===== config.mk =====
export PLATFORM = sky130hd
export DESIGN_NAME = elevator_order_queue_core
export DESIGN_NICKNAME = d
export VERILOG_FILES = /design/src/hw/rtl/eoq_pkg.sv /design/src/hw/rtl/eoq_entry_ram.sv /design/src/hw/rtl/elevator_order_queue_core.sv
export SDC_FILE = /design/constraint.sdc
export NUM_CORES = 1
export LEC_CHECK = 0
export BUFFER_PORTS_ARGS = -buffer_cell sky130_fd_sc_hd__buf_4
export CORE_ASPECT_RATIO = 1.75
export CORE_MARGIN = 10
export CORE_UTILIZATION = 62
export DETAILED_ROUTE_END_ITERATION = 10
export PLACE_DENSITY = 0.87
export SETUP_SLACK_MARGIN = 0.3
export SLEW_MARGIN = 20
export SYNTH_ARGS = -nofsm -noshare
export SYNTH_HDL_FRONTEND = slang
export SYNTH_SLANG_ARGS = --single-unit

===== constraint.sdc =====
create_clock -name i_clk -period 3.8 [get_ports i_clk]
set_input_delay 0.57 -clock i_clk [delete_from_list [all_inputs] [get_ports i_clk]]
set_output_delay 0.57 -clock i_clk [all_outputs]
set_load 0.01 [all_outputs]

===== src/hw/rtl/eoq_pkg.sv =====
`timescale 1ns / 1ps

package eoq_pkg;

    // Operation codes carried by a request.
    typedef enum logic [2:0] {
        OP_ADD_PICK  = 3'd0,
        OP_ADD_DROP  = 3'd1,
        OP_OLDEST    = 3'd2,
        OP_SET_DROP  = 3'd3,
        OP_REMOVE    = 3'd4,
        OP_CLEAR     = 3'd5,
        OP_FIND_PICK = 3'd6,
        OP_FIND_DROP = 3'd7
    } t_opcode;

    // Status codes returned with every result.
    typedef enum logic [2:0] {
        STAT_DONE = 3'd0,
        STAT_DUP  = 3'd1,
        STAT_NONE = 3'd2,
        STAT_FULL = 3'd3,
        STAT_BADH = 3'd4
    } t_status;

    // Direction that stands for "no direction".
    localparam logic [1:0] DIR_NONE = 2'd2;

    // Sequencer states of the core.
    typedef enum logic [2:0] {
        S_IDLE,
        S_WALK,
        S_HCHK,
        S_CLAIM,
        S_LINK,
        S_OUT
    } t_state;

endpackage


===== src/hw/rtl/eoq_entry_ram.sv =====
`timescale 1ns / 1ps

module eoq_entry_ram #(
    parameter int WIDTH = 13,
    parameter int DEPTH = 16
) (
    input  logic                     i_clk,
    input  logic                     i_we,
    input  logic [$clog2(DEPTH)-1:0] i_waddr,
    input  logic [WIDTH-1:0]         i_wdata,
    input  logic [$clog2(DEPTH)-1:0] i_raddr,
    output logic [WIDTH-1:0]         o_rdata
);

    logic [WIDTH-1:0] r_mem [DEPTH];
    logic [WIDTH-1:0] r_rdata;

    // Single write port and one registered read port.
    always_ff @(posedge i_clk) begin
        if (i_we) begin
            r_mem[i_waddr] <= i_wdata;
        end
        r_rdata <= r_mem[i_raddr];
    end

    assign o_rdata = r_rdata;

endmodule


===== src/hw/rtl/elevator_order_queue_core.sv =====
`timescale 1ns / 1ps

// Elevator order table. Orders live in MAX_ORDERS slots of an entry RAM and are
// linked newest first; a request is taken only while the core is idle and it
// is answered by exactly one result. Adds and finds walk the list at one linked
// entry per cycle, because the next link read from the RAM addresses the next
// read directly. Get oldest walks the whole list, remove walks only when the
// order is not the newest, and set drop-off links in a copy when the order
// already has a drop-off. Clear and rejected handles need no walk. A finished
// result sits in an output register, so the next request is taken while it
// waits to be read.
module elevator_order_queue_core #(
    parameter int MAX_ORDERS = 16,
    parameter int NUM_FLOORS = 4
) (
    input  logic       i_clk,
    input  logic       i_rst_n,
    input  logic       i_in_valid,
    output logic       o_in_stall,
    input  logic [2:0] i_opcode,
    input  logic [2:0] i_floor,
    input  logic [1:0] i_travel_dir,
    input  logic [3:0] i_handle,
    output logic       o_out_valid,
    input  logic       i_out_stall,
    output logic [2:0] o_status,
    output logic       o_found,
    output logic [4:0] o_result_handle,
    output logic [2:0] o_res_pickup,
    output logic [1:0] o_res_dir,
    output logic [2:0] o_res_dropoff
);

    localparam int IW = $clog2(MAX_ORDERS);
    localparam int SW = $clog2(MAX_ORDERS + 1);
    localparam int FW = $clog2(NUM_FLOORS + 1);
    localparam logic [SW-1:0] NO_SLOT = SW'(MAX_ORDERS);
    localparam logic [FW-1:0] NO_FLOOR = FW'(NUM_FLOORS);

    typedef struct packed {
        logic [FW-1:0] pick;
        logic [1:0]    dir;
        logic [FW-1:0] drop;
        logic [SW-1:0] next;
    } t_entry;

    typedef struct packed {
        eoq_pkg::t_status status;
        logic [SW-1:0]    slot;
        logic [FW-1:0]    pick;
        logic [1:0]       dir;
        logic [FW-1:0]    drop;
    } t_result;

    localparam int EW = $bits(t_entry);

    // Lowest slot that is not in use.
    function automatic logic [IW-1:0] lowest_free(input logic [MAX_ORDERS-1:0] used);
        logic [IW-1:0] res;
        res = '0;
        for (int i = MAX_ORDERS - 1; i >= 0; i--) begin
            if (!used[i]) begin
                res = IW'(i);
            end
        end
        return res;
    endfunction

    function automatic t_result res_order(input eoq_pkg::t_status st,
                                          input logic [SW-1:0] slot,
                                          input t_entry e);
        t_result r;
        r.status = st;
        r.slot   = slot;
        r.pick   = e.pick;
        r.dir    = e.dir;
        r.drop   = e.drop;
        return r;
    endfunction

    function automatic t_result res_none(input eoq_pkg::t_status st);
        t_result r;
        r.status = st;
        r.slot   = NO_SLOT;
        r.pick   = '0;
        r.dir    = '0;
        r.drop   = '0;
        return r;
    endfunction

    eoq_pkg::t_state  r_state, n_state;
    eoq_pkg::t_opcode r_op, n_op;
    logic [FW-1:0]    r_fl, n_fl;
    logic [1:0]       r_dir, n_dir;
    logic [SW-1:0]    r_h, n_h;
    logic [SW-1:0]    r_cur, n_cur;
    t_entry           r_hent, n_hent;
    logic [SW-1:0]    r_head, n_head;
    logic [SW-1:0]    r_count, n_count;
    logic [MAX_ORDERS-1:0] r_in_use, n_in_use;
    t_result          r_res, n_res;

    logic             r_o_valid, n_o_valid;
    logic [2:0]       r_o_status;
    logic             r_o_found;
    logic [4:0]       r_o_handle;
    logic [2:0]       r_o_pick;
    logic [1:0]       r_o_dir;
    logic [2:0]       r_o_drop;

    logic             ram_we;
    logic [IW-1:0]    ram_wa;
    t_entry           ram_wd;
    logic [IW-1:0]    ram_ra;
    logic [EW-1:0]    ram_q;
    t_entry           mem_q;

    logic             accept;
    logic             out_free;
    logic [FW-1:0]    fl_in;
    logic [1:0]       dir_in;
    logic             h_bad;
    logic             list_empty;
    logic             table_full;
    logic [IW-1:0]    free_idx;
    logic             walk_hit;
    logic             walk_last;
    logic             is_add;
    t_entry           claim_ent;

    eoq_entry_ram #(
        .WIDTH(EW),
        .DEPTH(MAX_ORDERS)
    ) u_ram (
        .i_clk  (i_clk),
        .i_we   (ram_we),
        .i_waddr(ram_wa),
        .i_wdata(ram_wd),
        .i_raddr(ram_ra),
        .o_rdata(ram_q)
    );

    assign mem_q = t_entry'(ram_q);

    // Request decode and normalization of the operands.
    assign accept     = i_in_valid && (r_state == eoq_pkg::S_IDLE);
    assign out_free   = !r_o_valid || !i_out_stall;
    assign fl_in      = (32'(i_floor) >= NUM_FLOORS) ? NO_FLOOR : FW'(i_floor);
    assign dir_in     = (i_travel_dir > eoq_pkg::DIR_NONE) ? eoq_pkg::DIR_NONE : i_travel_dir;
    assign h_bad      = (32'(i_handle) >= MAX_ORDERS) || !r_in_use[IW'(i_handle)];
    assign list_empty = (r_head == NO_SLOT);
    assign table_full = (r_count == NO_SLOT);
    assign free_idx   = lowest_free(r_in_use);
    assign is_add     = (r_op == eoq_pkg::OP_ADD_PICK) || (r_op == eoq_pkg::OP_ADD_DROP);
    assign walk_last  = (mem_q.next == NO_SLOT);

    // Match test on the entry that the walk currently holds.
    always_comb begin
        case (r_op)
            eoq_pkg::OP_ADD_PICK,
            eoq_pkg::OP_FIND_PICK: walk_hit = (mem_q.pick == r_fl) && (mem_q.dir == r_dir);
            eoq_pkg::OP_ADD_DROP,
            eoq_pkg::OP_FIND_DROP: walk_hit = (mem_q.drop == r_fl);
            eoq_pkg::OP_REMOVE:    walk_hit = (mem_q.next == r_h);
            default:               walk_hit = 1'b0;
        endcase
    end

    // Entry written when a new slot is claimed.
    always_comb begin
        case (r_op)
            eoq_pkg::OP_SET_DROP: claim_ent = '{r_hent.pick, r_hent.dir, r_fl, r_hent.next};
            eoq_pkg::OP_ADD_DROP: claim_ent = '{NO_FLOOR, eoq_pkg::DIR_NONE, r_fl, r_head};
            default:              claim_ent = '{r_fl, r_dir, NO_FLOOR, r_head};
        endcase
    end

    // Next state of the sequencer.
    always_comb begin
        n_state = r_state;
        case (r_state)
            eoq_pkg::S_IDLE: begin
                if (accept) begin
                    case (eoq_pkg::t_opcode'(i_opcode))
                        eoq_pkg::OP_ADD_PICK,
                        eoq_pkg::OP_ADD_DROP: begin
                            n_state = list_empty ? eoq_pkg::S_CLAIM : eoq_pkg::S_WALK;
                        end
                        eoq_pkg::OP_OLDEST,
                        eoq_pkg::OP_FIND_PICK,
                        eoq_pkg::OP_FIND_DROP: begin
                            n_state = list_empty ? eoq_pkg::S_OUT : eoq_pkg::S_WALK;
                        end
                        eoq_pkg::OP_SET_DROP,
                        eoq_pkg::OP_REMOVE: begin
                            n_state = h_bad ? eoq_pkg::S_OUT : eoq_pkg::S_HCHK;
                        end
                        default: begin
                            n_state = eoq_pkg::S_OUT;
                        end
                    endcase
                end
            end
            eoq_pkg::S_WALK: begin
                if (walk_hit) begin
                    if ((r_op == eoq_pkg::OP_ADD_PICK) && (mem_q.drop != NO_FLOOR)) begin
                        n_state = eoq_pkg::S_CLAIM;
                    end else begin
                        n_state = eoq_pkg::S_OUT;
                    end
                end else if (walk_last) begin
                    n_state = is_add ? eoq_pkg::S_CLAIM : eoq_pkg::S_OUT;
                end
            end
            eoq_pkg::S_HCHK: begin
                if (r_op == eoq_pkg::OP_SET_DROP) begin
                    n_state = (mem_q.drop == NO_FLOOR) ? eoq_pkg::S_OUT : eoq_pkg::S_CLAIM;
                end else begin
                    n_state = (r_head == r_h) ? eoq_pkg::S_OUT : eoq_pkg::S_WALK;
                end
            end
            eoq_pkg::S_CLAIM: begin
                if (!table_full && (r_op == eoq_pkg::OP_SET_DROP)) begin
                    n_state = eoq_pkg::S_LINK;
                end else begin
                    n_state = eoq_pkg::S_OUT;
                end
            end
            eoq_pkg::S_LINK: begin
                n_state = eoq_pkg::S_OUT;
            end
            eoq_pkg::S_OUT: begin
                if (out_free) begin
                    n_state = eoq_pkg::S_IDLE;
                end
            end
            default: begin
                n_state = eoq_pkg::S_IDLE;
            end
        endcase
    end

    // Datapath, RAM accesses and table bookkeeping.
    always_comb begin
        n_op      = r_op;
        n_fl      = r_fl;
        n_dir     = r_dir;
        n_h       = r_h;
        n_cur     = r_cur;
        n_hent    = r_hent;
        n_head    = r_head;
        n_count   = r_count;
        n_in_use  = r_in_use;
        n_res     = r_res;
        n_o_valid = r_o_valid && i_out_stall;
        ram_we    = 1'b0;
        ram_wa    = '0;
        ram_wd    = mem_q;
        ram_ra    = '0;
        case (r_state)
            eoq_pkg::S_IDLE: begin
                if (accept) begin
                    n_op  = eoq_pkg::t_opcode'(i_opcode);
                    n_fl  = fl_in;
                    n_dir = dir_in;
                    n_h   = SW'(i_handle);
                    case (eoq_pkg::t_opcode'(i_opcode))
                        eoq_pkg::OP_SET_DROP,
                        eoq_pkg::OP_REMOVE: begin
                            ram_ra = IW'(i_handle);
                            n_res  = res_none(eoq_pkg::STAT_BADH);
                        end
                        eoq_pkg::OP_CLEAR: begin
                            n_in_use = '0;
                            n_head   = NO_SLOT;
                            n_count  = '0;
                            n_res    = res_none(eoq_pkg::STAT_DONE);
                        end
                        default: begin
                            ram_ra = r_head[IW-1:0];
                            n_cur  = r_head;
                            n_res  = res_none(eoq_pkg::STAT_NONE);
                        end
                    endcase
                end
            end
            eoq_pkg::S_WALK: begin
                if (walk_hit || walk_last) begin
                    case (r_op)
                        eoq_pkg::OP_ADD_PICK: begin
                            if (walk_hit && (mem_q.drop == NO_FLOOR)) begin
                                n_res = res_order(eoq_pkg::STAT_DUP, r_cur, mem_q);
                            end
                        end
                        eoq_pkg::OP_ADD_DROP: begin
                            if (walk_hit) begin
                                n_res = res_order(eoq_pkg::STAT_DUP, r_cur, mem_q);
                            end
                        end
                        eoq_pkg::OP_OLDEST: begin
                            n_res = res_order(eoq_pkg::STAT_DONE, r_cur, mem_q);
                        end
                        eoq_pkg::OP_REMOVE: begin
                            // Unlink the order behind its predecessor and free it.
                            if (walk_hit) begin
                                ram_we = 1'b1;
                                ram_wa = r_cur[IW-1:0];
                                ram_wd = '{mem_q.pick, mem_q.dir, mem_q.drop, r_hent.next};
                            end
                            n_in_use[r_h[IW-1:0]] = 1'b0;
                            if (r_count != '0) begin
                                n_count = r_count - SW'(1);
                            end
                            n_res = res_none(eoq_pkg::STAT_DONE);
                        end
                        default: begin
                            if (walk_hit) begin
                                n_res = res_order(eoq_pkg::STAT_DONE, r_cur, mem_q);
                            end else begin
                                n_res = res_none(eoq_pkg::STAT_NONE);
                            end
                        end
                    endcase
                end else begin
                    ram_ra = mem_q.next[IW-1:0];
                    n_cur  = mem_q.next;
                end
            end
            eoq_pkg::S_HCHK: begin
                n_hent = mem_q;
                if (r_op == eoq_pkg::OP_SET_DROP) begin
                    if (mem_q.drop == NO_FLOOR) begin
                        ram_we = 1'b1;
                        ram_wa = r_h[IW-1:0];
                        ram_wd = '{mem_q.pick, mem_q.dir, r_fl, mem_q.next};
                        n_res  = res_order(eoq_pkg::STAT_DONE, r_h, ram_wd);
                    end
                end else if (r_head == r_h) begin
                    n_head                = mem_q.next;
                    n_in_use[r_h[IW-1:0]] = 1'b0;
                    if (r_count != '0) begin
                        n_count = r_count - SW'(1);
                    end
                    n_res = res_none(eoq_pkg::STAT_DONE);
                end else begin
                    ram_ra = r_head[IW-1:0];
                    n_cur  = r_head;
                end
            end
            eoq_pkg::S_CLAIM: begin
                if (table_full) begin
                    n_res = res_none(eoq_pkg::STAT_FULL);
                end else begin
                    ram_we             = 1'b1;
                    ram_wa             = free_idx;
                    ram_wd             = claim_ent;
                    n_in_use[free_idx] = 1'b1;
                    n_count            = r_count + SW'(1);
                    if (r_op != eoq_pkg::OP_SET_DROP) begin
                        n_head = SW'(free_idx);
                    end
                    n_res = res_order(eoq_pkg::STAT_DONE, SW'(free_idx), claim_ent);
                end
            end
            eoq_pkg::S_LINK: begin
                // Point the original order at its new copy.
                ram_we = 1'b1;
                ram_wa = r_h[IW-1:0];
                ram_wd = '{r_hent.pick, r_hent.dir, r_hent.drop, r_res.slot};
            end
            eoq_pkg::S_OUT: begin
                if (out_free) begin
                    n_o_valid = 1'b1;
                end
            end
            default: begin
            end
        endcase
    end

    // Control state.
    always_ff @(posedge i_clk) begin
        if (!i_rst_n) begin
            r_state   <= eoq_pkg::S_IDLE;
            r_head    <= NO_SLOT;
            r_count   <= '0;
            r_in_use  <= '0;
            r_o_valid <= 1'b0;
        end else begin
            r_state   <= n_state;
            r_head    <= n_head;
            r_count   <= n_count;
            r_in_use  <= n_in_use;
            r_o_valid <= n_o_valid;
        end
    end

    // Operand, walk and result registers.
    always_ff @(posedge i_clk) begin
        r_op   <= n_op;
        r_fl   <= n_fl;
        r_dir  <= n_dir;
        r_h    <= n_h;
        r_cur  <= n_cur;
        r_hent <= n_hent;
        r_res  <= n_res;
        if ((r_state == eoq_pkg::S_OUT) && out_free) begin
            r_o_status <= r_res.status;
            r_o_found  <= (r_res.slot != NO_SLOT);
            r_o_handle <= 5'(r_res.slot);
            r_o_pick   <= 3'(r_res.pick);
            r_o_dir    <= r_res.dir;
            r_o_drop   <= 3'(r_res.drop);
        end
    end

    assign o_in_stall      = (r_state != eoq_pkg::S_IDLE);
    assign o_out_valid     = r_o_valid;
    assign o_status        = r_o_status;
    assign o_found         = r_o_found;
    assign o_result_handle = r_o_handle;
    assign o_res_pickup    = r_o_pick;
    assign o_res_dir       = r_o_dir;
    assign o_res_dropoff   = r_o_drop;

endmodule


==> impl_metrics.json, run 1 <==
{
  "yosys.area.top_type_share": 0.594,
  "tritoncts": "built",
  "seq_area_um2": 9000,
  "routabilityCongestion": 1.01,
  "drt-initial-drc-count": 1136,
  "use_met2": 0.466,
  "grt_util_all_layers": 0.259,
  "ant_nets": 0,
  "ys.flop_type": "edfxtp_1",
  "async_flop_share": 0,
  "wl_per_cell_um": 27.0,
  "antenna_cells": 0,
  "synth.area.top_cells": "edfxtp_1, mux2i_1, dfxtp_1",
  "worstMarginPinSlew_ps": 1080,
  "avgSynthCellArea_um2": 13.7,
  "wirelength_mm": 38.0,
  "cp_max_fo": 13,
  "post-synth-top-count-cell": "edfxtp_1",
  "grt_pass1_wl_mm": 57.3,
  "hold_viol_final": 0,
  "p_leak_nw": 5.39,
  "drv_slew": 0,
  "start_kind": "register",
  "end_kind": "register",
  "use_met1": 0.271,
  "start_util": 0.632,
  "pin_count": 35,
  "hold_slack_ps": 222,
  "syn-num-nets": 1021,
  "layoutNonFillerInstCount": 1409,
  "die_h_um": 217,
  "drive_above_1_share": 0.183,
  "setup_slack_ps": 451,
  "powerDensity_nw_per_um2": 673,
  "ys_ff_latch": 314,
  "p_total_mw": 10.6,
  "skew_ps": 34.6,
  "crit_type": "reg -> reg",
  "cts-root-buf": "clkbuf_16",
  "postLayoutCoreUtil": 0.727,
  "dpl-instance-area_um2": 14700,
  "vias": 9456,
  "ir_drop_uv": 430,
  "status": "completed",
  "relSlewSlack": 0.279,
  "maxCapViolations": 0,
  "top_usage_layer": "met2",
  "grt_setup_unrepaired": "no",
  "cts_max_path_buffers": 3,
  "antenna_found_initial": 0,
  "clock_sinks": 314,
  "grt_max_degree": 27,
  "route.detailed.drc": 0,
  "synthTopCellsByCount": "edfxtp_1, mux2i_1, nand2_1",
  "fmax_ghz": 0.299,
  "grt_use_met3": 0.0396,
  "yosysWarnings": 0,
  "setup_viol": 0,
  "ctsHoldBuffers": 0,
  "final_area_um2": 15800,
  "overflow": 0,
  "tns_ps": 0,
  "first_pass_iters": 8,
  "cts_made_buffers": 27,
  "period_needed_ps": 3350,
  "avgViaCountPerCell": 6.71,
  "post-route-period-util": 0.881,
  "grt_pass1_vias": 9571,
  "synth_cell_types": 79,
  "multiInputGateArea_um2": 4370,
  "area.growth.synth_to_final_pct": 15.0,
  "hp-class": "in -> reg",
  "clk_latency_ps": 560,
  "nets": 1116,
  "ys_seq_area_frac": 0.657,
  "cp.required_ps": 4200,
  "synth_area_um2": 13700,
  "n_fill_cell": 1424,
  "clk_pin_slew_ps": 60,
  "netlist_instances": 1001,
  "rows": 71,
  "arrival_ps": 3750,
  "ctsHtreeMaxLevel": 1,
  "dieWidth_um": 132,
  "yosysTopAreaCell": "edfxtp_1",
  "dp.cells": 1351,
  "dp_hpwl_mm": 26.2,
  "synth_edf_count": 271,
  "coreArea_um2": 21700,
  "dpl_worst_slack_ps": 273,
  "die-area_um2": 28700,
  "io_buffers": 34
}
==> logic make-up after synthesis <==
| logic type | after synthesis | share of synthesized area |
|---|---|---|
| AOI/OAI and AO/OA | 236 | 0.120 |
| adders and majority gates | 5 | 0.00493 |
| DFF | 314 | 0.657 |
| buffers and inverters | 73 | 0.0306 |
| muxes | 111 | 0.0868 |
| and+or+nand+nor | 241 | 0.0875 |
| xor gates and xnor gates | 21 | 0.0134 |
==> metal layers <==
layer  wire (µm)  vias to the layer above
met2       20100                      572
li1            -                     4106
met3        2500                      166
met4        2620                        0
met5           0                        -
met1       12800                     4612
==> state kept, by name, summed over array words and instances (netlist names), 2 cells and up <==
register and flops:
o_res_dir 2, o_res_pickup 3, r_in_use 16, r_cur 5
r_head 5, r_op 3, r_fl 3, r_state 3
u_ram.r_mem 208, o_result_handle 5, r_res 16, r_dir 2
o_res_dropoff 3, r_count 5, r_h 4, o_status 3
u_ram.o_rdata 13, r_hent 13
==> cell usage in the layout (no fill, tap or decap), types with 7 or more instances in the layout <==
cell type | netlist | final
mux2_2 | 13 | 13
a31oi_1 | 10 | 10
o22ai_1 | 43 | 43
a21boi_0 | 7 | 7
a22o_1 | 12 | 12
edfxtp_1 | 271 | 271
o211ai_1 | 11 | 11
nor3_1 | 19 | 8
buf_4 | 1 | 106
xnor2_1 | 16 | 16
o21ai_0 | 37 | 37
o2bb2ai_1 | 17 | 17
nand4_1 | 8 | 8
nand2_1 | 77 | 77
dfxtp_1 | 43 | 43
a21o_1 | 9 | 9
nor2_1 | 51 | 51
nor3_2 | 0 | 11
nand2b_1 | 8 | 8
mux2i_1 | 93 | 93
a21oi_1 | 32 | 32
a222oi_1 | 8 | 8
nor2b_1 | 12 | 12
or4_1 | 13 | 13
nand3_1 | 18 | 17
clkbuf_16 | 0 | 27
a22oi_1 | 7 | 7
inv_1 | 21 | 21
buf_12 | 0 | 11
==> repair_timing <==
action / CTS / global route
resized for setup: 1 / 1
pin swaps: 1 / 2
hold endpoints to repair: 0 / 0
endpoints found under the setup margin: 4 / 13
setup buffers: 3 / 5
==> where the power goes <==
part | internal (mW) | leakage, nW | switching (mW) | total (mW)
Clock | 1.69 | 0.454 | 1.21 | 2.90
Sequential | 4.54 | 2.83 | 0.317 | 4.86
Combinational | 1.05 | 2.11 | 1.79 | 2.84
Total | 7.28 | 5.39 | 3.31 | 10.6
==> path summary, 6_finish.rpt <==
kind	slack, ps	cells after the start	from	endpoint
max	450	8	r_fl[1]	u_ram.o_rdata[10]
min reg2reg	420	0	r_res[7]	o_res_pickup[2]
max reg2reg	450	8	r_fl[1]	u_ram.o_rdata[10]
min	220	1	i_travel_dir[1]	r_dir[1]
==> area by class of cell <==
class,count,share of cell area
repair buffers,117,0.0645
clock inverters,15,0.0130
clock buffers,35,0.0460
well taps,292,0.0232
inverters,22,0.00524
multi-input cells,614,0.277
flip-flops and latches,314,0.571
==> worst max-delay path, cell delays in order, from the launching register on <==
cell and delay (ps):
edfxtp_1 480, xnor2_1 230, nand4_1 120, o31a_1 280, o21ai_0 570, o211ai_2 310, or3b_4 480, o22ai_1 170
or4_1 570
Note: power is estimated with default switching activity, not from simulation.
==> run 2, diff against run 1 <==
--- a/config.mk
+++ b/config.mk
@@ -10,7 +10,8 @@
 export CORE_MARGIN = 10
 export CORE_UTILIZATION = 62
 export DETAILED_ROUTE_END_ITERATION = 10
-export PLACE_DENSITY = 0.87
+export GPL_TIMING_DRIVEN = 0
+export PLACE_DENSITY_LB_ADDON = 0.2
 export SETUP_SLACK_MARGIN = 0.3
 export SLEW_MARGIN = 20
 export SYNTH_ARGS = -nofsm -noshare
==> run 2 against run 1 <==
Net effect:
- setup slack lost 220 ps
- global-route usage shrank 0.95 points
- core utilization grew 0.79 points
- non-clock buffer count grew 8
- hold slack better by 25 ps
- first-iteration DRC count is 14% lower
- register-to-register slack worse by 220 ps
- critical path depth up 2
- combinational power is 9.9% higher
- clock skew decreased by 16 ps
- design area rose by 1.1%
- sequential power fell by 1%
- largest cell class unchanged
==> impl_metrics.json, run 2 (synthesis gave the netlist of run 1 again) <==
{
  "status": "completed",
  "cts-root-buf": "clkbuf_16",
  "drive_above_1_share": 0.207,
  "ctsHtreeMaxLevel": 1,
  "final_common_cell": "edfxtp_1",
  "r2r_slack_ps": 230,
  "holdPathStages": 1,
  "vias": 9304,
  "max_stage_delay_ps": 520,
  "dp_hpwl_mm": 26.1,
  "start_kind": "register",
  "cp_top_family": "simple AND/OR/NAND/NOR gates",
  "clock_sinks": 314,
  "holdPathEnd": "r_op[2]",
  "cts_made_buffers": 28,
  "crit_chain": "xnor2_1 -> nand4_1 -> or3_1 -> clkbuf_2 -> o211a_2 -> a221o_1 -> or3b_4 -> clkbuf_8 -> o22ai_1 -> or4_1",
  "tritoncts": "built",
  "layoutNonFillerInstCount": 1418,
  "grt_pass1_vias": 9096,
  "dpl_worst_slack_ps": -882,
  "drt-initial-drc-count": 974,
  "antenna_found_initial": 0,
  "period_needed_ps": 3570,
  "seqPwrFrac": 0.449,
  "dp.cells": 1342,
  "pin_count": 35,
  "r2r_end": "u_ram.o_rdata[5]",
  "use_met2": 0.444,
  "power_frac_clock": 0.259,
  "clk_pin_slew_ps": 70,
  "first_pass_iters": 6,
  "hp-class": "in -> reg",
  "largest_register": "u_ram.r_mem",
  "end_kind": "register",
  "die_h_um": 217,
  "combPwrFrac": 0.292,
  "area.growth.synth_to_final_pct": 16.2,
  "worst_path_max_delay_cell": "a221o_1",
  "routabilityCongestion": 0.997,
  "net-switching-power_mw": 3.57,
  "grt_setup_unrepaired": "yes",
  "p_int_mw": 7.11,
  "nets": 1125,
  "hold_slack_ps": 247,
  "start_util": 0.632,
  "p_leak_nw": 5.43,
  "hold_viol_final": 0,
  "fmax_ghz": 0.280,
  "overflow": 0,
  "grt_max_degree": 21,
  "largest_reg_flops": 208,
  "cts_max_path_buffers": 3,
  "reg.largest.list": "u_ram.r_mem: 208 flops, r_in_use: 16 flops, r_res: 16 flops",
  "route.detailed.drc": 0,
  "grt_use_met3": 0.0371,
  "io_buffers": 33,
  "antenna_cells": 0,
  "drv_slew": 0,
  "powerDensity_nw_per_um2": 670,
  "wl_per_cell_um": 26.7,
  "setup_slack_ps": 230,
  "avgViaCountPerCell": 6.56,
  "p_sw_frac": 0.334,
  "post-route-period-util": 0.939,
  "ant_nets": 0,
  "setup_viol": 0,
  "r2r-start": "r_h[3]",
  "n_fill_cell": 1444,
  "relSlewSlack": 0.173,
  "crit_type": "reg -> reg",
  "grt_util_all_layers": 0.249,
  "arrival_ps": 4050,
  "top_usage_layer": "met2",
  "cp_max_fo": 10,
  "grt_pass1_wl_mm": 55.1,
  "wirelength_mm": 37.8,
  "use_met1": 0.268,
  "clk_latency_ps": 560,
  "ir_drop_uv": 503,
  "most-common-layout-cells": "edfxtp_1, mux2i_1, nand2_1",
  "die-area_um2": 28700,
  "min-delay-start": "i_opcode[2]",
  "path_buf_inv": 2,
  "skew_ps": 19.0,
  "ctsHoldBuffers": 0,
  "dieWidth_um": 132,
  "rows": 71,
  "p_total_mw": 10.7,
  "maxCapViolations": 0,
  "cp.required_ps": 4280,
  "reg2reg_depth": 10,
  "coreArea_um2": 21700,
  "worstMarginPinSlew_ps": 1240
}
[run 2: layout make-up]
cell class	instances	area, µm²	area share
clock inverters	9	48.8	0.00306
repair buffers	74	634	0.0398
inverters	22	91.3	0.00573
plain buffers	51	357	0.0224
clock buffers	42	847	0.0532
well taps	292	365	0.0229
multi-input cells	614	4580	0.288
flip-flops and latches	314	9010	0.565
[run 2: timing repair]
item / 4_1_cts / 5_1_grt
setup endpoints to repair: 266 / 281
setup buffers: 5 / 20
pin swaps: 1 / 9
resized for setup: 34 / 33
[run 2: metal layers]
layer	wire, µm	vias to the layer above	share of wire
met5	0	-	0
met4	2570	0	0.068
met3	2490	147	0.066
met2	19700	506	0.52
met1	13100	4537	0.35
li1	-	4114	-
[run 2: worst max path at each step]
stage	start	to	slack, ps	cells after the start
floorplan	r_state[2]	u_ram.r_mem[10][0]	370	9
global placement	r_state[2]	u_ram.r_mem[2][3]	-1080	9
global route	r_h[2]	u_ram.o_rdata[5]	180	10
detailed placement	r_state[2]	u_ram.r_mem[13][1]	-880	10
CTS	u_ram.o_rdata[0]	u_ram.o_rdata[6]	320	10
finish	r_h[3]	u_ram.o_rdata[5]	230	10
[run 2: power groups by stage]
stage | logic [mW] | registers [mW] | clock network [mW]
2_1_floorplan | 1.76 | 4.76 | 0
3_3_place_gp | 2.73 | 4.85 | 0
3_5_place_dp | 2.86 | 4.86 | 0
4_1_cts | 2.94 | 4.78 | 2.78
5_1_grt | 3.27 | 4.83 | 2.90
6_report | 3.12 | 4.79 | 2.76
[run 2: through the flow]
step / util / TNS (ps) / area [µm²]
after global placement: 0.661 / -198080 / 14300
after CTS: 0.718 / 0 / 15600
after global routing: 0.735 / 0 / 15900
after floorplan: - / 0 / 13700
after detailed placement: 0.670 / -89360 / 14500
final: 0.735 / 0 / 15900
